File: config.mk
export PLATFORM = sky130hd
export DESIGN_NAME = waveform_min_max_decimator
export DESIGN_NICKNAME = d
export VERILOG_FILES = /design/src/design/wmmd_pkg.sv /design/src/design/waveform_min_max_decimator.sv
export SDC_FILE = /design/constraint.sdc
export NUM_CORES = 1
export LEC_CHECK = 0
export ABC_AREA = 1
export BUFFER_PORTS_ARGS = -buffer_cell sky130_fd_sc_hd__buf_4
export CAP_MARGIN = 40
export CORE_MARGIN = 5
export CORE_UTILIZATION = 63
export CTS_BUF_LIST = sky130_fd_sc_hd__clkbuf_16
export DETAILED_ROUTE_END_ITERATION = 10
export GPL_ROUTABILITY_DRIVEN = 0
export GPL_TIMING_DRIVEN = 0
export PLACE_DENSITY_LB_ADDON = 0.2
export RECOVER_POWER = 25
export SLEW_MARGIN = 5
export SYNTH_ARGS = -nofsm -noshare
export SYNTH_HDL_FRONTEND = slang
export SYNTH_SLANG_ARGS = --single-unit
File: constraint.sdc
create_clock -name clk -period 6.6 [get_ports clk]
set_input_delay 1.32 -clock clk [delete_from_list [all_inputs] [get_ports clk]]
set_output_delay 1.32 -clock clk [all_outputs]
set_load 0.02 [all_outputs]
File: src/design/wmmd_pkg.sv
// types, widths and constants shared by the min/max peak decimator
`default_nettype none
package wmmd_pkg;

	localparam int SAMPLE_W    = 16;
	localparam int POS_W       = 20;
	localparam int LEN_W       = POS_W + 1;
	localparam int COLS_W      = 13;
	localparam int COL_W       = 12;
	localparam int CFG_IDX_W   = 2;
	localparam int CFG_DATA_W  = LEN_W;
	localparam int DIV_STEPS   = LEN_W;
	localparam int DIV_CNT_W   = $clog2(DIV_STEPS + 1);

	localparam int MAX_COLUMNS    = 4096;
	localparam int MIN_PER_COLUMN = 5;

	localparam logic [CFG_IDX_W-1:0] CFG_WINDOW_START  = 2'd0;
	localparam logic [CFG_IDX_W-1:0] CFG_WINDOW_LENGTH = 2'd1;
	localparam logic [CFG_IDX_W-1:0] CFG_COLUMN_COUNT  = 2'd2;

	localparam logic [POS_W-1:0]  WINDOW_START_RST  = '0;
	localparam logic [LEN_W-1:0]  WINDOW_LENGTH_RST = LEN_W'(1024);
	localparam logic [COLS_W-1:0] COLUMN_COUNT_RST  = COLS_W'(512);
	localparam logic [POS_W-1:0]  BUCKET_LEN_RST    = POS_W'(1024 / 512);
	localparam logic              DECIMATE_RST      = (1024 / MIN_PER_COLUMN) >= 512;

	localparam logic [LEN_W-1:0]  LEN_MAX  = LEN_W'(1) << POS_W;
	localparam logic [LEN_W-1:0]  POS_MAX  = '1;
	localparam logic [POS_W-1:0]  QUO_MAX  = '1;
	localparam logic [COLS_W-1:0] COLS_MAX = COLS_W'(MAX_COLUMNS);

	localparam logic signed [SAMPLE_W-1:0] SAMPLE_MIN = {1'b1, {(SAMPLE_W-1){1'b0}}};
	localparam logic signed [SAMPLE_W-1:0] SAMPLE_MAX = {1'b0, {(SAMPLE_W-1){1'b1}}};

	typedef struct packed {
		logic signed [SAMPLE_W-1:0] sample;
		logic                       buffer_start;
	} in_beat_t;

	typedef struct packed {
		logic [POS_W-1:0]           slot_index;
		logic signed [SAMPLE_W-1:0] peak_high;
		logic signed [SAMPLE_W-1:0] peak_low;
		logic                       decimated;
		logic                       last;
	} out_beat_t;

endpackage
`default_nettype wire

File: src/design/waveform_min_max_decimator.sv
// top level of the min/max peak decimator for waveform display
//
//  channel  | handshake              | payload
//  ---------+------------------------+-------------------------------
//  in       | in_valid / in_ready    | in_data  (sample, buffer_start)
//  out      | out_valid / out_ready  | out_data (slot, high, low, mode, last)
//  cfg      | cfg_valid / cfg_ready  | cfg_index, cfg_data
//
//  one beat per cycle unless stalled: input register, compare and count logic,
//  then the result register
//  a register write starts a restoring divider for the bucket length
//  (one quotient bit a cycle) that holds in_ready low
//  reset leaves the derived values of the reset registers in place at once
//  out_ready low stalls the result register and in turn the input register
`default_nettype none
module waveform_min_max_decimator (
	input  wire                              clk,
	input  wire                              arst_n,
	input  wire                              in_valid,
	output logic                             in_ready,
	input  wmmd_pkg::in_beat_t               in_data,
	output logic                             out_valid,
	input  wire                              out_ready,
	output wmmd_pkg::out_beat_t              out_data,
	input  wire                              cfg_valid,
	output logic                             cfg_ready,
	input  wire  [wmmd_pkg::CFG_IDX_W-1:0]   cfg_index,
	input  wire  [wmmd_pkg::CFG_DATA_W-1:0]  cfg_data
);
	import wmmd_pkg::*;

	// configuration and derived values
	logic [POS_W-1:0]  window_start_q;
	logic [LEN_W-1:0]  window_length_q;
	logic [COLS_W-1:0] column_count_q;
	logic [POS_W-1:0]  bucket_len_q;
	logic              decimate_q;
	logic [LEN_W-1:0]  eff_len;
	logic [COLS_W-1:0] eff_cols;
	logic [COL_W-1:0]  last_col;
	logic [COLS_W+2:0] cols_x5;
	logic              cfg_hit;

	// divider
	logic                 div_start_q;
	logic [DIV_CNT_W-1:0] div_cnt_q;
	logic [LEN_W-1:0]     div_dvd_q;
	logic [COL_W:0]       div_rem_q;
	logic                 div_busy;
	logic [COL_W+1:0]     div_trial;
	logic                 div_qbit;
	logic [LEN_W-1:0]     div_dvd_nxt;

	// datapath
	in_beat_t          in_s1;
	logic              valid_s1;
	logic              adv;
	logic              out_valid_q;
	out_beat_t         out_data_q;
	logic [LEN_W-1:0]  position_q;
	logic [COL_W-1:0]  column_q;
	logic [LEN_W-1:0]  fill_q;
	logic signed [SAMPLE_W-1:0] high_q;
	logic signed [SAMPLE_W-1:0] low_q;

	logic [LEN_W-1:0]  pos_cur;
	logic [COL_W-1:0]  col_base;
	logic [LEN_W-1:0]  fill_base;
	logic signed [SAMPLE_W-1:0] high_base;
	logic signed [SAMPLE_W-1:0] low_base;
	logic [LEN_W:0]    win_end;
	logic              visible;
	logic [LEN_W-1:0]  offset;
	logic              at_end;
	logic signed [SAMPLE_W-1:0] high_new;
	logic signed [SAMPLE_W-1:0] low_new;
	logic [LEN_W-1:0]  fill_new;
	logic [COL_W-1:0]  col_sat;
	logic              col_open;
	logic              emit;
	out_beat_t         result;

	assign eff_len  = (window_length_q > LEN_MAX) ? LEN_MAX : window_length_q;
	assign eff_cols = (column_count_q == '0) ? COLS_W'(1) :
		(column_count_q > COLS_MAX) ? COLS_MAX : column_count_q;
	assign last_col = COL_W'(eff_cols - COLS_W'(1));
	assign cols_x5  = {1'b0, eff_cols, 2'b00} + {3'b000, eff_cols};

	assign cfg_ready = 1'b1;
	assign cfg_hit   = cfg_valid && (cfg_index == CFG_WINDOW_START ||
		cfg_index == CFG_WINDOW_LENGTH || cfg_index == CFG_COLUMN_COUNT);

	always_ff @(posedge clk or negedge arst_n) begin
		if (!arst_n) begin
			window_start_q  <= WINDOW_START_RST;
			window_length_q <= WINDOW_LENGTH_RST;
			column_count_q  <= COLUMN_COUNT_RST;
		end else if (cfg_valid) begin
			unique case (cfg_index)
				CFG_WINDOW_START:  window_start_q  <= cfg_data[POS_W-1:0];
				CFG_WINDOW_LENGTH: window_length_q <= cfg_data[LEN_W-1:0];
				CFG_COLUMN_COUNT:  column_count_q  <= cfg_data[COLS_W-1:0];
				default: ;
			endcase
		end
	end

	// restoring divider: eff_len / eff_cols, one quotient bit a cycle
	assign div_busy    = div_start_q || (div_cnt_q != '0);
	assign div_trial   = {div_rem_q, div_dvd_q[LEN_W-1]};
	assign div_qbit    = div_trial >= {1'b0, eff_cols};
	assign div_dvd_nxt = {div_dvd_q[LEN_W-2:0], div_qbit};

	always_ff @(posedge clk or negedge arst_n) begin
		if (!arst_n) begin
			div_start_q  <= 1'b0;
			div_cnt_q    <= '0;
			bucket_len_q <= BUCKET_LEN_RST;
			decimate_q   <= DECIMATE_RST;
		end else if (cfg_hit) begin
			div_start_q <= 1'b1;
			div_cnt_q   <= '0;
		end else if (div_start_q) begin
			div_start_q <= 1'b0;
			div_cnt_q   <= DIV_CNT_W'(DIV_STEPS);
		end else if (div_cnt_q != '0) begin
			div_cnt_q <= div_cnt_q - DIV_CNT_W'(1);
			if (div_cnt_q == DIV_CNT_W'(1)) begin
				bucket_len_q <= div_dvd_nxt[LEN_W-1] ? QUO_MAX : div_dvd_nxt[POS_W-1:0];
				decimate_q   <= eff_len >= LEN_W'(cols_x5);
			end
		end
	end

	always_ff @(posedge clk) begin
		if (div_start_q) begin
			div_dvd_q <= eff_len;
			div_rem_q <= '0;
		end else if (div_cnt_q != '0) begin
			div_dvd_q <= div_dvd_nxt;
			div_rem_q <= div_qbit ? (COL_W+1)'(div_trial - {1'b0, eff_cols}) :
				div_trial[COL_W:0];
		end
	end

	// handshake
	assign adv       = !out_valid_q || out_ready;
	assign in_ready  = !div_busy && (!valid_s1 || adv);
	assign out_valid = out_valid_q;
	assign out_data  = out_data_q;

	always_ff @(posedge clk or negedge arst_n) begin
		if (!arst_n) begin
			valid_s1 <= 1'b0;
		end else if (in_valid && in_ready) begin
			valid_s1 <= 1'b1;
		end else if (adv) begin
			valid_s1 <= 1'b0;
		end
	end

	always_ff @(posedge clk) begin
		if (in_valid && in_ready) begin
			in_s1 <= in_data;
		end
	end

	// per-beat window, bucket and peak logic
	always_comb begin
		pos_cur   = in_s1.buffer_start ? '0 : position_q;
		col_base  = in_s1.buffer_start ? '0 : column_q;
		fill_base = in_s1.buffer_start ? '0 : fill_q;
		high_base = in_s1.buffer_start ? SAMPLE_MIN : high_q;
		low_base  = in_s1.buffer_start ? SAMPLE_MAX : low_q;

		win_end = {2'b00, window_start_q} + {1'b0, eff_len};
		visible = (eff_len != '0) && (pos_cur >= {1'b0, window_start_q}) &&
			({1'b0, pos_cur} < win_end);
		offset  = pos_cur - {1'b0, window_start_q};
		at_end  = offset == (eff_len - LEN_W'(1));

		high_new = (in_s1.sample > high_base) ? in_s1.sample : high_base;
		low_new  = (in_s1.sample < low_base) ? in_s1.sample : low_base;
		fill_new = (fill_base < POS_MAX) ? fill_base + LEN_W'(1) : fill_base;
		col_sat  = (col_base > last_col) ? last_col : col_base;
		col_open = col_sat < last_col;

		emit = visible && (!decimate_q || at_end ||
			(col_open && fill_new >= {1'b0, bucket_len_q}));

		result.slot_index = decimate_q ? POS_W'(col_sat) : offset[POS_W-1:0];
		result.peak_high  = decimate_q ? high_new : in_s1.sample;
		result.peak_low   = decimate_q ? low_new : in_s1.sample;
		result.decimated  = decimate_q;
		result.last       = at_end;
	end

	always_ff @(posedge clk or negedge arst_n) begin
		if (!arst_n) begin
			out_valid_q <= 1'b0;
			position_q  <= '0;
			column_q    <= '0;
			fill_q      <= '0;
			high_q      <= SAMPLE_MIN;
			low_q       <= SAMPLE_MAX;
		end else if (adv) begin
			out_valid_q <= valid_s1 && emit;
			if (valid_s1) begin
				position_q <= (pos_cur < POS_MAX) ? pos_cur + LEN_W'(1) : pos_cur;
				if (visible && decimate_q) begin
					if (emit) begin
						column_q <= col_open ? col_sat + COL_W'(1) : col_sat;
						fill_q   <= '0;
						high_q   <= SAMPLE_MIN;
						low_q    <= SAMPLE_MAX;
					end else begin
						column_q <= col_sat;
						fill_q   <= fill_new;
						high_q   <= high_new;
						low_q    <= low_new;
					end
				end else begin
					column_q <= col_base;
					fill_q   <= fill_base;
					high_q   <= high_base;
					low_q    <= low_base;
				end
			end
		end
	end

	always_ff @(posedge clk) begin
		if (adv) begin
			out_data_q <= result;
		end
	end

endmodule
`default_nettype wire
==> impl_metrics.csv <==
group,metric,value,unit
status,status,"finished with violations",
status,failed_checks,"capacitance limit, slew limit",
power_and_ir_drop,ir_drop,0.250,mV
min_path,worstHoldStart,"decimate_q$_DFFE_PN0P_",
timing,clock.fmax,164,MHz
clocking,ctsHoldBuffers,0,
yosys,yosysWarningCount,0,
die,start_util,63.7,%
clocking,insertion_delay,0.60,ns
yosys,netlist-cell-type-count,60,
worst_setup_path,rrSetupSlack,0.52,ns
grt,grt_max_degree,102,
timing,setup_ws,0.520,ns
die,rows,65,
yosys,netlist_instances,2667,
worst_setup_path,cpMostUsedCell,"nand2_1",
grt,grt_pass1_vias,19044,
timing,relSlewSlack,-174,%
routing,wl_per_cell,18.5,µm
routing,drc_errors,0,
yosys,synth.avg_cell_area,7.54,µm²
die,fp.dieH,189,µm
worst_setup_path,path_class,"register to register",
worst_setup_path,reg2reg_from,"window_length_q[10]$_DFFE_PN1P_",
die,dieArea,35600,µm²
min_path,hold-path-cell-count,0,
placed_design,numPortBuffers,100,
routing,vias_per_cell,6.04,
timing,slew_viol_final,69,
die,die_w,189,µm
final_layout,multi_input_area,11300,µm²
clocking,cts_inserted_buffers,30,
worst_setup_path,critPathSlowestCell,"dfstp_2",
power_and_ir_drop,p_per_area,426,nW/µm²
worst_setup_path,r2r_cells,40,
routing,routed_wl,59600,µm
timing,hold_ws,0.446,ns
yosys,synth.area.top_cells,"dfrtp_1 19%, edfxtp_1 14%, nand2_1 12%",
clocking,path_clk_slew,0.06,ns
clocking,post_cts_resized,0,
min_path,holdPathEnd,"out_data[1]$_DFFE_PN_",
placed_design,pre_cts_ws,-0.0628,ns
yosys,synth.top_cell.area_share,18.7,%
routing,antenna_left,0,
routing,dr.pass1.iters,7,
worst_setup_path,timing.rr.end,"column_q[5]$_DFFE_PN0P_",
clocking,cts_buffer_depth,3,
placed_design,dpl.hpwl,46900,µm
clocking,post_cts_buffers,0,
timing,fin_crit,6.08,ns
routing,detail_route.iter0.violations,1919,
final_layout,n_fill_cell,2549,
worst_setup_path,crit_required,7.12,ns
clocking,cts_tree,"yes",
timing,tightest_slew,4.11,ns
clocking,root_buffer,"clkbuf_16",
job,max_cap_viol_count,1,
final_layout,seq_area,7280,µm²
timing,hold_viol,0,
clocking,cts.sinks,274,
worst_setup_path,critical_path_arrival,6.60,ns
final_layout,layout-drive-gt1-share,8.74,%
final_layout,diodes,0,
yosys,synth_edf_count,92,
worst_setup_path,slowest_delay,0.56,ns
grt,grt_pass1_wl,96000,µm
min_path,hp-class,"register to register",
routing,vias,19505,
yosys,yosysMostFrequentCell,"nand2_1",
power_and_ir_drop,power.total,0.00956,W
final_layout,syn2layout_area_growth,11.5,%
yosys,synth_area,20100,µm²
worst_setup_path,worst-path-max-fanout,10,
die,core,31600,µm²
worst_setup_path,worstSetupStartpointType,"register",
yosys,ys.flop_type,"dfrtp_1",
grt,grt_usage,32.8,%
yosys,synth_common_cells,"625 x nand2_1, 301 x inv_1, 251 x o21ai_0, 247 x nor2_1, 192 x a21oi_1",
timing,setup_viol,0,
power_and_ir_drop,leakagePower,10.9,nW
yosys,async_reset_ff_share,61.7,%
timing,period_share,92.1,%
yosys,post-synth-top-area-cell,"dfrtp_1",
grt,antenna_found_initial,0,
final_layout,final_nets,3030,
timing,fin_skew,0.0168,ns
die,pin_count,102,
grt,grt_overflow,0,
clocking,htree_levels,1,
yosys,synth_seq_cells,274,
yosys,synth_seq_area_share,36.2,%
worst_setup_path,end_kind,"register",
## stage by stage
stage	instances	TNS (ns)	utilization, %	area, µm²
after floorplan	2668	0	-	20100
after global placement	3170	0	67.7	21400
after detailed placement	3174	-0.356	68.0	21400
after CTS	3229	0	71.0	22400
after global routing	3228	-0.00178	71.0	22400
final	3228	0	71.0	22400
## metal layers
layer | GRT usage (%) | vias up | share of wire [%]
met1 | 42.0 | 9060 | 39
met2 | 54.4 | 1007 | 46
met4 | 15.1 | 0 | 5.3
li1 | - | 9229 | -
met3 | 6.04 | 209 | 9.5
met5 | 0 | - | 0
## logic make-up (layout without fill, tap and decap cells)
logic type               after synthesis  after routing  share of synthesized area, %
AO/OA/AOI/OAI                        573            573                          16.0
XOR/XNOR                             106            106                          4.62
adder cells (fa/ha/maj)              183            183                          11.5
buffers and inverters                396            554                          7.82
flip-flops                           274            274                          36.2
other                                  1              2                        0.0187
AND/OR/NAND/NOR                     1134           1134                          23.8
## how the worst max path moves through the flow
stage | slack [ns] | depth (start not counted) | to | start
2_1_floorplan | 1.43 | 40 | column_q[10]$_DFFE_PN0P_ | window_length_q[10]$_DFFE_PN1P_
3_3_place_gp | 0.06 | 29 | column_q[10]$_DFFE_PN0P_ | in_s1[0]$_DFFE_PP_
3_5_place_dp | -0.06 | 33 | column_q[10]$_DFFE_PN0P_ | in_s1[0]$_DFFE_PP_
4_1_cts | 0.10 | 33 | column_q[10]$_DFFE_PN0P_ | window_length_q[12]$_DFFE_PN0P_
5_1_grt | -0.002 | 34 | column_q[5]$_DFFE_PN0P_ | window_length_q[7]$_DFFE_PN0P_
6_report | 0.52 | 40 | column_q[5]$_DFFE_PN0P_ | window_length_q[10]$_DFFE_PN1P_
## state kept, by name, summed over array words and instances (netlist names), 5 cells and up
register and flops:
bucket_len_q 20, column_count_q 13, column_q 12, div_cnt_q 5, div_dvd_q 21, div_rem_q 13, fill_q 21, high_q 16
in_s1 17, low_q 16, out_data 54, position_q 21, window_length_q 21, window_start_q 20
## layout make-up
cell class	instances	share of cell area [%]
Sequential cell	274	32.5
Tap cell	402	2.24
Inverter	305	5.11
Clock inverter	25	0.854
Buffer	89	1.91
Timing Repair Buffer	104	3.64
Clock buffer	31	3.46
Multi-Input combinational cell	1998	50.3
## placed cells by master, fill, tap and decap left out, types with 38 or more instances in the layout
cell      netlist  final
a21oi_1       192    192
buf_4           5     86
clkbuf_1       65     61
dfrtp_1       150    150
edfxtp_1       92     92
ha_1          179    179
inv_1         301    305
nand2_1       625    624
nand3_1       129    129
nor2_1        247    244
o21ai_0       251    251
xnor2_1        38     38
xor2_1         68     68
## power by group
group | internal [W] | switching, W | total (W) | leakage (nW)
Sequential | 0.00250 | 0.000363 | 0.00286 | 3.11
Clock | 0.000930 | 0.000724 | 0.00165 | 0.498
Combinational | 0.00174 | 0.00331 | 0.00505 | 7.28
## critical path: cells and delay by family, from the launching register on
family	cells	cell delay, ns
AND/OR/NAND/NOR	24	2.20
AO/OA/AOI/OAI	6	0.99
flip-flops	1	0.56
adder cells (fa/ha/maj)	3	0.89
buffers and inverters	6	1.20
XOR/XNOR	1	0.16
Power figures use the tool's default switching activity.
